`src/sha224_pkg.sv`:
```
// Shared types, constants and round functions for the SHA-224 hash block.
`timescale 1ns / 1ps
package sha224_pkg;

    localparam int unsigned WordW    = 32;
    localparam int unsigned DigWords = 7;
    localparam int unsigned QueueDepth = 4;

    typedef logic [WordW-1:0] t_word;

    // byte-queue entry between the front and the compression core
    typedef struct packed {
        logic [7:0] data_byte;
        logic       byte_valid;
        logic       last;
    } t_item;

    localparam t_word InitChain [8] = '{
        32'hc1059ed8, 32'h367cd507, 32'h3070dd17, 32'hf70e5939,
        32'hffc00b31, 32'h68581511, 32'h64f98fa7, 32'hbefa4fa4
    };

    localparam t_word RoundK [64] = '{
        32'h428a2f98, 32'h71374491, 32'hb5c0fbcf, 32'he9b5dba5,
        32'h3956c25b, 32'h59f111f1, 32'h923f82a4, 32'hab1c5ed5,
        32'hd807aa98, 32'h12835b01, 32'h243185be, 32'h550c7dc3,
        32'h72be5d74, 32'h80deb1fe, 32'h9bdc06a7, 32'hc19bf174,
        32'he49b69c1, 32'hefbe4786, 32'h0fc19dc6, 32'h240ca1cc,
        32'h2de92c6f, 32'h4a7484aa, 32'h5cb0a9dc, 32'h76f988da,
        32'h983e5152, 32'ha831c66d, 32'hb00327c8, 32'hbf597fc7,
        32'hc6e00bf3, 32'hd5a79147, 32'h06ca6351, 32'h14292967,
        32'h27b70a85, 32'h2e1b2138, 32'h4d2c6dfc, 32'h53380d13,
        32'h650a7354, 32'h766a0abb, 32'h81c2c92e, 32'h92722c85,
        32'ha2bfe8a1, 32'ha81a664b, 32'hc24b8b70, 32'hc76c51a3,
        32'hd192e819, 32'hd6990624, 32'hf40e3585, 32'h106aa070,
        32'h19a4c116, 32'h1e376c08, 32'h2748774c, 32'h34b0bcb5,
        32'h391c0cb3, 32'h4ed8aa4a, 32'h5b9cca4f, 32'h682e6ff3,
        32'h748f82ee, 32'h78a5636f, 32'h84c87814, 32'h8cc70208,
        32'h90befffa, 32'ha4506ceb, 32'hbef9a3f7, 32'hc67178f2
    };

    function automatic t_word rotr(input t_word x, input int unsigned n);
        rotr = (x >> n) | (x << (WordW - n));
    endfunction

    function automatic t_word sig0(input t_word x);
        sig0 = rotr(x, 7) ^ rotr(x, 18) ^ (x >> 3);
    endfunction

    function automatic t_word sig1(input t_word x);
        sig1 = rotr(x, 17) ^ rotr(x, 19) ^ (x >> 10);
    endfunction

    function automatic t_word bsig0(input t_word x);
        bsig0 = rotr(x, 2) ^ rotr(x, 13) ^ rotr(x, 22);
    endfunction

    function automatic t_word bsig1(input t_word x);
        bsig1 = rotr(x, 6) ^ rotr(x, 11) ^ rotr(x, 25);
    endfunction

endpackage

```
`src/sha224_front.sv`:
```
// Input byte queue: takes items from the source and holds them for the core.
`timescale 1ns / 1ps
module sha224_front #(
    parameter int unsigned DEPTH = sha224_pkg::QueueDepth
) (
    input  logic                i_clk,
    input  logic                i_rst_n,
    input  logic                push,
    output logic                full,
    input  sha224_pkg::t_item   i_item,
    output logic                o_avail,
    input  logic                i_take,
    output sha224_pkg::t_item   o_item
);
    import sha224_pkg::*;

    localparam int unsigned AW = (DEPTH > 1) ? $clog2(DEPTH) : 1;

    t_item             r_mem [DEPTH];
    logic [AW-1:0]     r_wr, r_rd;
    logic [AW:0]       r_cnt;
    logic              wr_en, rd_en;

    assign full    = (r_cnt == (AW+1)'(DEPTH));
    assign o_avail = (r_cnt != '0);
    assign wr_en   = push && !full;
    assign rd_en   = i_take && o_avail;
    assign o_item  = r_mem[r_rd];

    always_ff @(posedge i_clk) begin
        if (wr_en) begin
            r_mem[r_wr] <= i_item;
        end
    end

    always_ff @(posedge i_clk) begin
        if (!i_rst_n) begin
            r_wr  <= '0;
            r_rd  <= '0;
            r_cnt <= '0;
        end else begin
            if (wr_en) begin
                r_wr <= (r_wr == AW'(DEPTH-1)) ? '0 : r_wr + 1'b1;
            end
            if (rd_en) begin
                r_rd <= (r_rd == AW'(DEPTH-1)) ? '0 : r_rd + 1'b1;
            end
            r_cnt <= r_cnt + (AW+1)'(wr_en) - (AW+1)'(rd_en);
        end
    end

`ifndef SYNTH
    a_no_overflow: assert property (@(posedge i_clk) disable iff (!i_rst_n)
        r_cnt <= (AW+1)'(DEPTH)) else $error("byte queue count overflow");
    a_full_holds: assert property (@(posedge i_clk) disable iff (!i_rst_n)
        full && !rd_en |=> full) else $error("queue full dropped without read");
    a_cnt_step: assert property (@(posedge i_clk) disable iff (!i_rst_n)
        wr_en && !rd_en |=> r_cnt == $past(r_cnt) + 1'b1)
        else $error("queue count did not advance");
`endif
endmodule

```
`config.mk`:
```
export PLATFORM = sky130hd
export DESIGN_NAME = sha224_front
export DESIGN_NICKNAME = d
export VERILOG_FILES = /design/src/sha224_pkg.sv /design/src/sha224_front.sv
export SDC_FILE = /design/constraint.sdc
export NUM_CORES = 1
export LEC_CHECK = 0
export CORE_ASPECT_RATIO = 1.25
export CORE_UTILIZATION = 30
export CTS_CLUSTER_SIZE = 28
export DETAILED_ROUTE_END_ITERATION = 8
export DONT_BUFFER_PORTS = 1
export PLACE_DENSITY = 0.4
export SYNTH_ARGS = -nofsm -noshare
export SYNTH_HDL_FRONTEND = slang
export SYNTH_SLANG_ARGS = --single-unit
export TNS_END_PERCENT = 100
```
`constraint.sdc`:
```
create_clock -name i_clk -period 2.8 [get_ports i_clk]
set_input_delay 0.28 -clock i_clk [delete_from_list [all_inputs] [get_ports i_clk]]
set_output_delay 0.28 -clock i_clk [all_outputs]
set_load 0.05 [all_outputs]
```
; After elaboration in Yosys (flattened, before gate mapping)
; Memories as Yosys holds them, arrays and structs flattened. A register that Yosys moved wholly into a read port is not among the register bits.
; Cells that the tools add are included.
; W data, S select, Z words.
[classes]
n_addsub = 4
n_eq_ne = 3
n_mux = 6
n_reduce_logical = 4
[op_table]
columns = operator, n
row1 = $mux W2, 4
row2 = $add A2 B1 Y2 const B, 2
row3 = $eq A2 B2 Y1 const B, 2
row4 = $add A3 B1 Y3, 1
row5 = $eq A3 B3 Y1 const B, 1
row6 = $reduce_bool A3 Y1, 1
row7 = $sub A3 B1 Y3, 1
row8 = $logic_and A1 B1 Y1, 2
row9 = $mux W1, 2
row10 = $logic_not A1 Y1, 1
[word_totals]
ff_bits = 7
mem_bits_rw = 40
in_bits = 14
out_inout_bits = 12
elab_cells = 21
n_memories = 1
[memory_table]
columns = name, words, word_bits, rd, rd_ports_with_merged_regs, write_ports, line
row1 = r_mem, 4, 10, 1, 1, 1, sha224_front.sv:19  ; t_item r_mem [DEPTH];

; Logic depth before layout (Yosys ltp)
; Gate-level depths: netlist of the first run.
[depth]
depth_word = 5
mapped_depth = 12
ltp_nobuf = 11

; Worst setup path after synthesis of the first run
; Ideal clock, no wire load.
[synth_path]
path_type = reg2reg
from = reg r_cnt[1]
to = reg r_cnt[2]
setup_time_ns = 0.115
arrival_ns = 2.593
required_ns = 2.685
path_slack_ns = 0.092
stages_incl_launch_ff = 13
n_path_buf = 1
period_less_slack_ns = 2.708
cell_sequence = dfxtp_1 > nor3b_2 > nor2b_1 > buf_6 > inv_1 > ha_1 > inv_1 > ha_1 > inv_1 > fa_1 > xnor2_1 > xnor2_1 > and2_1
[synth_via]
elab_chain_cells = 5
elab_cells_between_ends = 7
cone_classes = 2 x add/sub / 1 x eq/ne / 4 x reduce/logical
[synth_rtl]
columns = element, line
row1 = "start, declared", sha224_front.sv:21  ; logic [AW:0] r_cnt;
row2 = "start signal, assigned", sha224_front.sv:48  ; r_cnt <= r_cnt + (AW+1)'(wr_en) - (AW+1)'(rd_en);
row3 = $eq A3 B3 Y1, sha224_front.sv:24  ; assign full = (r_cnt == (AW+1)'(DEPTH));
row4 = net full, sha224_front.sv:9  ; output logic full,
row5 = $logic_not A1 Y1, sha224_front.sv:26  ; assign wr_en = push && !full;
row6 = $logic_and A1 B1 Y1, sha224_front.sv:26
row7 = $add A3 B1 Y3, sha224_front.sv:48
row8 = $sub A3 B1 Y3, sha224_front.sv:48
; The timed path passes the listed nets, and every way through them passes these cells.
; A chain may end at the register's enable or synchronous reset.

; Final worst setup path of the first run
[layout_path]
from = reg r_cnt[1]
to = reg r_cnt[2]
[layout_via]
elab_chain_cells = 5
elab_cells_between_ends = 7
cone_classes = 2 x add/sub / 1 x eq/ne / 4 x reduce/logical
[layout_rtl]
columns = element, line
row1 = $eq A3 B3 Y1, sha224_front.sv:24
row2 = $logic_not A1 Y1, sha224_front.sv:26
row3 = $logic_and A1 B1 Y1, sha224_front.sv:26
row4 = $add A3 B1 Y3, sha224_front.sv:48
row5 = $sub A3 B1 Y3 *, sha224_front.sv:48
; Every way passes the cells marked *; elsewhere a longest branch is shown, timed or not.

==> out/metrics.yaml, run 1 <==
run_status:
  status: "complete, no violations"
global_routing:
  track_usage: 0.1062
  overflow: 0
  grt_pass1_wl_um: 4947
  grt_max_degree: 16
  grt_pass1_vias: 915
  antenna_found_initial: 0
yosys:
  syn_area_um2: 1929
  synth_seq_cells: 49
  synthSimpleGateAreaFrac: 0.05707
  yosysWarningCount: 0
  syn_avg_cell_area_um2: 18.55
  synthMuxAreaShare: 0.1271
  synth_top_family_by_area: "multiplexers"
  synth_top_area_share: 0.6226
  ys_seq_area_frac: 0.7160
  synth_xor_area_frac: 0.009079
  ys_top_cells_by_area: "edfxtp_1, mux4_2, dfxtp_1"
  synth_compound_area_frac: 0.009079
  synth_nets: 126
  synth_adder_area_share: 0.05577
  synth_top_area_cell: "edfxtp_1"
  syn_inst: 104
  ys_types: 21
finish:
  nets: 132
  finalNonFillerCells: 196
  diodes: 0
  drive_above_1_share: 0.1982
  layout_common_cells: "edfxtp_1, mux4_2, dfxtp_1"
  final_common_cell: "edfxtp_1"
  nFillCells: 607
  syn_to_final_growth_pct: 10.96
  fin_util: 0.3450
hold_path:
  worstHoldPathType: "input port to flop"
  hold_depth: 0
worst_setup_path:
  slowest_delay_ns: 0.49
  arrival_ns: 2.55
  path_common_cell: "inv_1"
  path_class: "flop to flop"
  cp-start-kind: "flop"
  worst-path-max-fanout: 5
  cp_slowest_cell: "o31ai_1"
  cp.required_ns: 3.00
  critPathCaptureType: "flop"
  worstPathCellList: "o31ai_1 > inv_1 > ha_1 > inv_1 > ha_1 > inv_1 > fa_1 > xnor2_1 > xnor2_1 > and2_1"
  reg2reg_depth: 10
clock_tree:
  post_cts_buffers: 0
  hold_buffers: 0
  clock_latency_ns: 0.30
  clk_path_buf_depth: 2
  clkTransAtPathRegs_ns: 0.09
  cts-buffers-inserted: 5
  htree_levels: 2
  cts_tree: "built"
  cts-root-buf: "clkbuf_8"
  numClockSinks: 49
  ctsResizeCount: 0
routing:
  initialDrtViolationCount: 49
  viasPerCell: 4.327
  first_pass_iters: 4
  vias: 848
  ant_nets: 0
  drcViolationCount: 0
  avgRoutedWirePerCell_um: 15.52
  drt-total-wl_um: 3041
sta:
  hold_viol_final: 0
  rsz0062_at_grt: "false"
  slew-limit-headroom: 0.6018
  slew_viol_final: 0
  totalNegativeSetupSlack_ns: 0
  worst_slew_pin_slew_ns: 0.5973
  finalClockSkew_ns: 0.007815
  max_freq_mhz: 425.8
  fin_crit_ns: 2.348
  period_share: 0.8387
  finalSetupViolations: 0
floorplan:
  dieArea_um2: 6758
  fp.dieW_um: 73.73
  die_h_um: 91.66
  core-area_um2: 6206
  initial_utilization: 0.3109
  io_pins: 26
  row_count: 32
flow_run:
  maxCapViolCount: 0
place:
  dp.cells: 188
  io_buffers: 0
  post-dp-hpwl_um: 2002
  place_congestion: 0.6317
pwr:
  p_leak_uw: 0.0007134
  vdd_drop_max_mv: 0.3950
  powerDensity_nw_per_um2: 977.7
-- path summary, 6_finish.rpt --
check | startpoint | to | slack (ns)
worst max-delay path | r_cnt[1] | r_cnt[2] | 0.45
worst min-delay path | i_item[1] | r_mem[0][1] | 0.07
worst max register to register | r_cnt[1] | r_cnt[2] | 0.45
worst min register to register | r_wr[1] | r_wr[1] | 0.51
-- final cells by class --
type / count / area [µm²] / share of cell area
tap: 85 / 106.4 / 0.04968
multi-input combinational: 45 / 498.0 / 0.2326
clock buffer: 5 / 68.82 / 0.03214
sequential: 49 / 1381 / 0.6452
timing repair buffer: 3 / 22.52 / 0.01052
inverter: 6 / 22.52 / 0.01052
clock inverter: 3 / 41.29 / 0.01929
-- report_power, final --
part	internal [µW]	total [µW]	switching, µW
Sequential	895	955	59.7
Combinational	203	648	444
Clock	263	491	228
Total	1360	2090	732
-- routing by layer --
layer,global-route usage,vias up,part of all wire,routed length (µm)
met4,0.04808,0,0.021,63
met1,0.1167,423,0.40,1206
met3,0.03956,6,0.056,171
met2,0.1789,21,0.53,1600
li1,-,398,-,-
met5,0,-,0,0
-- Yosys cell counts, drive strengths merged --
library cell  instances
clkbuf                2
nor2                  2
o31ai                 1
edfxtp               40
and2                  6
xnor2                 2
inv                   6
nor2b                 2
nand3                 2
or3                   1
nor3b                 1
o21ai                 2
mux2i                 2
nand2                 6
ha                    7
fa                    1
mux4                 10
dfxtp                 9
buf                   2
-- per-stage QoR --
step	total power (µW)	instance area, µm²	setup WS, ns	hold WS (ns)
6_report	2093	2141	0.4516	0.07205
3_5_place_dp	1635	2031	0.4517	0.3790
5_1_grt	2216	2141	0.2472	0.04514
4_1_cts	2126	2141	0.4383	0.06386
2_1_floorplan	1544	1929	0.09192	0.3789
3_3_place_gp	1630	2031	0.4910	0.3791
-- critical path, delay by kind of cell (launching register included) --
kind | cells | cell delay (ns)
buf+inv | 3 | 0.19
simple gates | 1 | 0.15
xor+xnor | 2 | 0.26
flops | 1 | 0.38
compound gates | 1 | 0.49
fa+ha+maj | 3 | 0.78
-- state kept, by name, summed over array words and instances (netlist names), named ones only --
signal  count
r_cnt       3
r_mem      40
r_rd        2
r_wr        2
-- cells by family (layout without fill, tap and decap cells) --
group,Yosys count,count (layout)
fa+ha+maj,8,8
buf+inv,10,17
simple gates,20,20
mux,12,12
compound gates,3,3
xor+xnor,2,2
flops,49,49
(Power assumes the default switching activity.)
==> run 2, diff against run 1 <==
- clock period: 2.8 -> 2.4 ns (I/O delays scaled with it)
==> out/metrics.yaml, run 2 (synthesized netlist as in run 1, its figures left out) <==
run_status:
  status: "complete, no violations"  # unchanged
pwr:
  vdd_drop_max_mv: 0.5344  # was 0.3950 mV
  power_switching_uw: 859.6  # was 731.7 µW
  seqPwrFrac: 0.457  # was 0.456
  intPower_uw: 1610  # was 1361 µW
  pwr-share-clk: 0.227  # was 0.235
  p_sw_frac: 0.3480  # was 0.3496
  p_leak_uw: 0.0007188  # was 0.0007134 µW
  powerDensity_nw_per_um2: 1145  # was 977.7 nW/µm²
  p_comb_frac: 0.316  # was 0.309
clock_tree:
  htree_levels: 2  # unchanged
  cts_tree: "built"  # unchanged
  post_cts_buffers: 0  # unchanged
  cts-root-buf: "clkbuf_8"  # unchanged
  numClockSinks: 49  # unchanged
  ctsResizeCount: 0  # unchanged
  clkTransAtPathRegs_ns: 0.08  # was 0.09 ns
  clock_latency_ns: 0.30  # about the same
  hold_buffers: 0  # unchanged
  clk_path_buf_depth: 2  # unchanged
  cts-buffers-inserted: 5  # unchanged
floorplan:
  die_h_um: 91.66  # unchanged
  row_count: 32  # unchanged
  dieArea_um2: 6758  # unchanged
  core-area_um2: 6206  # unchanged
  initial_utilization: 0.3109  # unchanged
  fp.dieW_um: 73.73  # unchanged
  io_pins: 26  # unchanged
worst_setup_path:
  reg2reg_to: "r_cnt[2]"  # unchanged
  critPathCaptureType: "flop"  # unchanged
  path_class: "flop to flop"  # unchanged
  cp-start-kind: "flop"  # unchanged
  reg2reg_depth: 10  # unchanged
  r2r_slack_ns: 0.25  # was 0.45 ns
  cp.required_ns: 2.59  # was 3.00 ns
  reg2reg_from: "r_cnt[1]"  # unchanged
  worst-path-max-fanout: 5  # unchanged
  arrival_ns: 2.34  # was 2.55 ns
  cp-startpoint: "r_cnt[1]"  # unchanged
sta:
  fin_crit_ns: 2.149  # was 2.348 ns
  finalSetupViolations: 0  # unchanged
  max_freq_mhz: 465.3  # was 425.8 MHz
  totalNegativeSetupSlack_ns: 0  # unchanged
  hold_viol_final: 0  # unchanged
  rsz0062_at_grt: "false"  # unchanged
  period_share: 0.8955  # was 0.8387
  slew-limit-headroom: 0.6118  # was 0.6018
  finalClockSkew_ns: 0.005764  # was 0.007815 ns
  worst_slew_pin_slew_ns: 0.5823  # was 0.5973 ns
  slew_viol_final: 0  # unchanged
routing:
  viasPerCell: 4.315  # was 4.327
  avgRoutedWirePerCell_um: 16.07  # was 15.52 µm
  first_pass_iters: 3  # was 4
  initialDrtViolationCount: 36  # was 49
  drcViolationCount: 0  # unchanged
  drt-total-wl_um: 3165  # was 3041 µm
  vias: 850  # was 848
  ant_nets: 0  # unchanged
place:
  post-dp-hpwl_um: 2067  # was 2002 µm
  place_congestion: 0.5885  # was 0.6317
  placedInstanceArea_um2: 2051  # was 2031 µm²
  io_buffers: 0  # unchanged
global_routing:
  grt_pass1_vias: 926  # was 915
  track_usage: 0.1067  # was 0.1062
  overflow: 0  # unchanged
  grt_pass1_wl_um: 5030  # was 4947 µm
  grt_max_degree: 15  # was 16
  antenna_found_initial: 0  # unchanged
finish:
  top_register: "r_mem"  # unchanged
  top_regs: "r_mem (40), r_cnt (3)"  # unchanged
  largest_reg_flops: 40  # unchanged
  nets: 133  # was 132
  final_common_cell: "edfxtp_1"  # unchanged
  fin_area_um2: 2157  # was 2141 µm²
  layout_common_cells: "edfxtp_1, mux4_2, ha_1"  # was edfxtp_1, mux4_2, dfxtp_1
  syn_to_final_growth_pct: 11.80  # was 10.96%
  diodes: 0  # unchanged
  drive_above_1_share: 0.2321  # was 0.1982
hold_path:
  worstHoldPathType: "input port to flop"  # unchanged
  hold_start: "i_item[9]"  # was i_item[1]
  worstHoldEndpoint: "r_mem[0][9]"  # was r_mem[0][1]
  hold_depth: 0  # unchanged
flow_run:
  maxCapViolCount: 0  # unchanged
run 2: power by group through the flow:
| stage | logic [µW] | registers (µW) | clock network (µW) |
|---|---|---|---|
| 2_1_floorplan | 703 | 1120 | 0 |
| 3_3_place_gp | 779 | 1140 | 0 |
| 3_5_place_dp | 796 | 1150 | 0 |
| 4_1_cts | 800 | 1130 | 583 |
| 5_1_grt | 851 | 1140 | 614 |
| 6_report | 781 | 1130 | 561 |
run 2: area by class of cell:
type	count	area, µm²
Fill cell	587	4049
Tap cell	85	106.4
Sequential cell	49	1385
Clock inverter	2	33.78
Inverter	6	22.52
Timing Repair Buffer	4	30.03
Multi-Input combinational cell	45	506.7
Clock buffer	6	72.57
run 2: metal layers:
metal / vias up / wire (µm) / track usage
met4: 0 / 57 / 0.05288
met1: 422 / 1291 / 0.1231
li1: 404 / - / -
met3: 5 / 140 / 0.02967
met5: - / 0 / 0
met2: 19 / 1676 / 0.1781
run 2: stage by stage:
stage	hold slack [ns]	utilization	instances	setup slack [ns]	total power, µW
after floorplan	0.3389	-	104	-0.02381	1821
after global placement	0.3390	0.3304	189	0.3715	1917
after detailed placement	0.3390	0.3304	189	0.2122	1944
after CTS	0.02510	0.3476	197	0.2073	2513
after global routing	0.01337	0.3476	197	0.06342	2607
final	0.03332	0.3476	197	0.2508	2470
run 2: how the worst max path moves through the flow:
stage,endpoint,cells past startpoint
final,r_cnt[2],10
after global routing,r_cnt[2],10
after CTS,r_cnt[2],10
after detailed placement,r_cnt[2],10
after global placement,r_cnt[2],10
after floorplan,r_cnt[2],12
run 2: worst max-delay path, stage by stage, from the launching register on:
cell	delay, ns
dfxtp_2	0.37
o31ai_1	0.32
inv_1	0.08
ha_1	0.27
inv_1	0.06
ha_1	0.13
inv_1	0.05
fa_2	0.33
xnor2_1	0.21
xnor2_1	0.09
and2_1	0.15
==> run 3, diff against run 2 <==
- REMOVE_ABC_BUFFERS: unset -> 1
==> out/metrics.yaml, run 3 (synthesized netlist as in run 1, its figures left out) <==
place:
  io_buffers: 0  # unchanged
  dp_slack_ns: 0.1462  # was 0.2122 ns
  placedInstanceArea_um2: 2038  # was 2051 µm²
  post-dp-hpwl_um: 2154  # was 2067 µm
  place_congestion: 0.6321  # was 0.5885
sta:
  rsz0062_at_grt: "false"  # unchanged
  finalSetupViolations: 0  # unchanged
  slew-limit-headroom: 0.5897  # was 0.6118
  hold_viol_final: 0  # unchanged
  fin_crit_ns: 2.234  # was 2.149 ns
  period_share: 0.9307  # was 0.8955
  worst_slew_pin_slew_ns: 0.6154  # was 0.5823 ns
  fin_ws_ns: 0.1662  # was 0.2508 ns
  slew_viol_final: 0  # unchanged
  finalClockSkew_ns: 0.002843  # was 0.005764 ns
  holdWs_ns: 0.03516  # was 0.03332 ns
  max_freq_mhz: 447.7  # was 465.3 MHz
floorplan:
  fp.dieW_um: 73.73  # unchanged
  core-area_um2: 6206  # unchanged
  row_count: 32  # unchanged
  dieArea_um2: 6758  # unchanged
  die_h_um: 91.66  # unchanged
  io_pins: 26  # unchanged
  initial_utilization: 0.3109  # unchanged
flow_run:
  maxCapViolCount: 0  # unchanged
global_routing:
  track_usage: 0.1069  # was 0.1067
  grt_pass1_vias: 968  # was 926
  grt_pass1_wl_um: 4947  # was 5030 µm
  overflow: 0  # unchanged
  antenna_found_initial: 0  # unchanged
  grt_max_degree: 16  # was 15
finish:
  largest_reg_flops: 40  # unchanged
  final_common_cell: "edfxtp_1"  # unchanged
  layout_common_cells: "edfxtp_1, mux4_2, dfxtp_1"  # was edfxtp_1, mux4_2, ha_1
  top_register: "r_mem"  # unchanged
  fin_area_um2: 2130  # was 2157 µm²
  syn_to_final_growth_pct: 10.38  # was 11.80%
  nets: 133  # unchanged
  nFillCells: 600  # was 587
  top_regs: "r_mem (40), r_cnt (3)"  # unchanged
  drive_above_1_share: 0.2232  # was 0.2321
  diodes: 0  # unchanged
routing:
  vias: 864  # was 850
  drt-total-wl_um: 3141  # was 3165 µm
  avgRoutedWirePerCell_um: 15.94  # was 16.07 µm
  ant_nets: 0  # unchanged
  viasPerCell: 4.386  # was 4.315
  initialDrtViolationCount: 16  # was 36
  first_pass_iters: 4  # was 3
  drcViolationCount: 0  # unchanged
clock_tree:
  cts-root-buf: "clkbuf_8"  # unchanged
  clock_latency_ns: 0.29  # was 0.30 ns
  hold_buffers: 0  # unchanged
  clkTransAtPathRegs_ns: 0.09  # was 0.08 ns
  numClockSinks: 49  # unchanged
  cts_tree: "built"  # unchanged
  ctsResizeCount: 0  # unchanged
  htree_levels: 2  # unchanged
  post_cts_buffers: 0  # unchanged
  cts-buffers-inserted: 5  # unchanged
  clk_path_buf_depth: 2  # unchanged
run_status:
  status: "complete, no violations"  # unchanged
worst_setup_path:
  worst-path-max-fanout: 5  # unchanged
  r2r_slack_ns: 0.17  # was 0.25 ns
  cp.required_ns: 2.59  # about the same
  critPathCaptureType: "flop"  # unchanged
  cp-start-kind: "flop"  # unchanged
  arrival_ns: 2.43  # was 2.34 ns
  path_class: "flop to flop"  # unchanged
hold_path:
  worstHoldPathType: "input port to flop"  # unchanged
pwr:
  powerDensity_nw_per_um2: 1106  # was 1145 nW/µm²
  p_leak_uw: 0.0007095  # was 0.0007188 µW
  vdd_drop_max_mv: 0.4994  # was 0.5344 mV
[run 3: final cells by class]
| type | count | area, µm² | area share |
|---|---|---|---|
| inverters | 6 | 22.52 | 0.01058 |
| repair buffers | 4 | 30.03 | 0.01410 |
| clock inverters | 3 | 17.52 | 0.008226 |
| well taps | 85 | 106.4 | 0.04994 |
| multi-input cells | 45 | 503.0 | 0.2362 |
| clock buffers | 5 | 68.82 | 0.03231 |
| flip-flops and latches | 49 | 1381 | 0.6486 |
[run 3: metal layers]
layer	track usage	wire length (µm)
met2	0.1919	1738
met5	0	0
met1	0.1094	1170
met3	0.03846	177
met4	0.04327	55
[run 3: path summary, 6_finish.rpt]
path,to,startpoint,cells after the start
max,r_cnt[2],r_cnt[1],11
min,r_mem[0][1],i_item[1],0
max reg2reg,r_cnt[2],r_cnt[1],11
min reg2reg,r_wr[1],r_wr[1],2
[run 3: stage by stage]
stage / TNS [ns] / utilization / cells / total power [µW]
6_report: 0 / 0.3431 / 197 / 2356
5_1_grt: 0 / 0.3431 / 197 / 2498
4_1_cts: 0 / 0.3423 / 197 / 2397
3_5_place_dp: 0 / 0.3284 / 189 / 1932
3_3_place_gp: 0 / 0.3284 / 189 / 1902
2_1_floorplan: -0.4100 / - / 100 / 1781
[run 3: worst max-delay path, cell delays in order (launching register included)]
cell	delay, ns
dfxtp_1	0.47
nor3b_2	0.09
nor2b_1	0.16
inv_1	0.07
ha_1	0.28
inv_1	0.06
ha_1	0.14
inv_1	0.05
fa_1	0.38
xnor2_1	0.15
xnor2_1	0.13
and2_1	0.16
[run 3: power breakdown]
group,internal [µW],switching (µW)
sequential,1040,89.0
clock,201,259
combinational,249,514
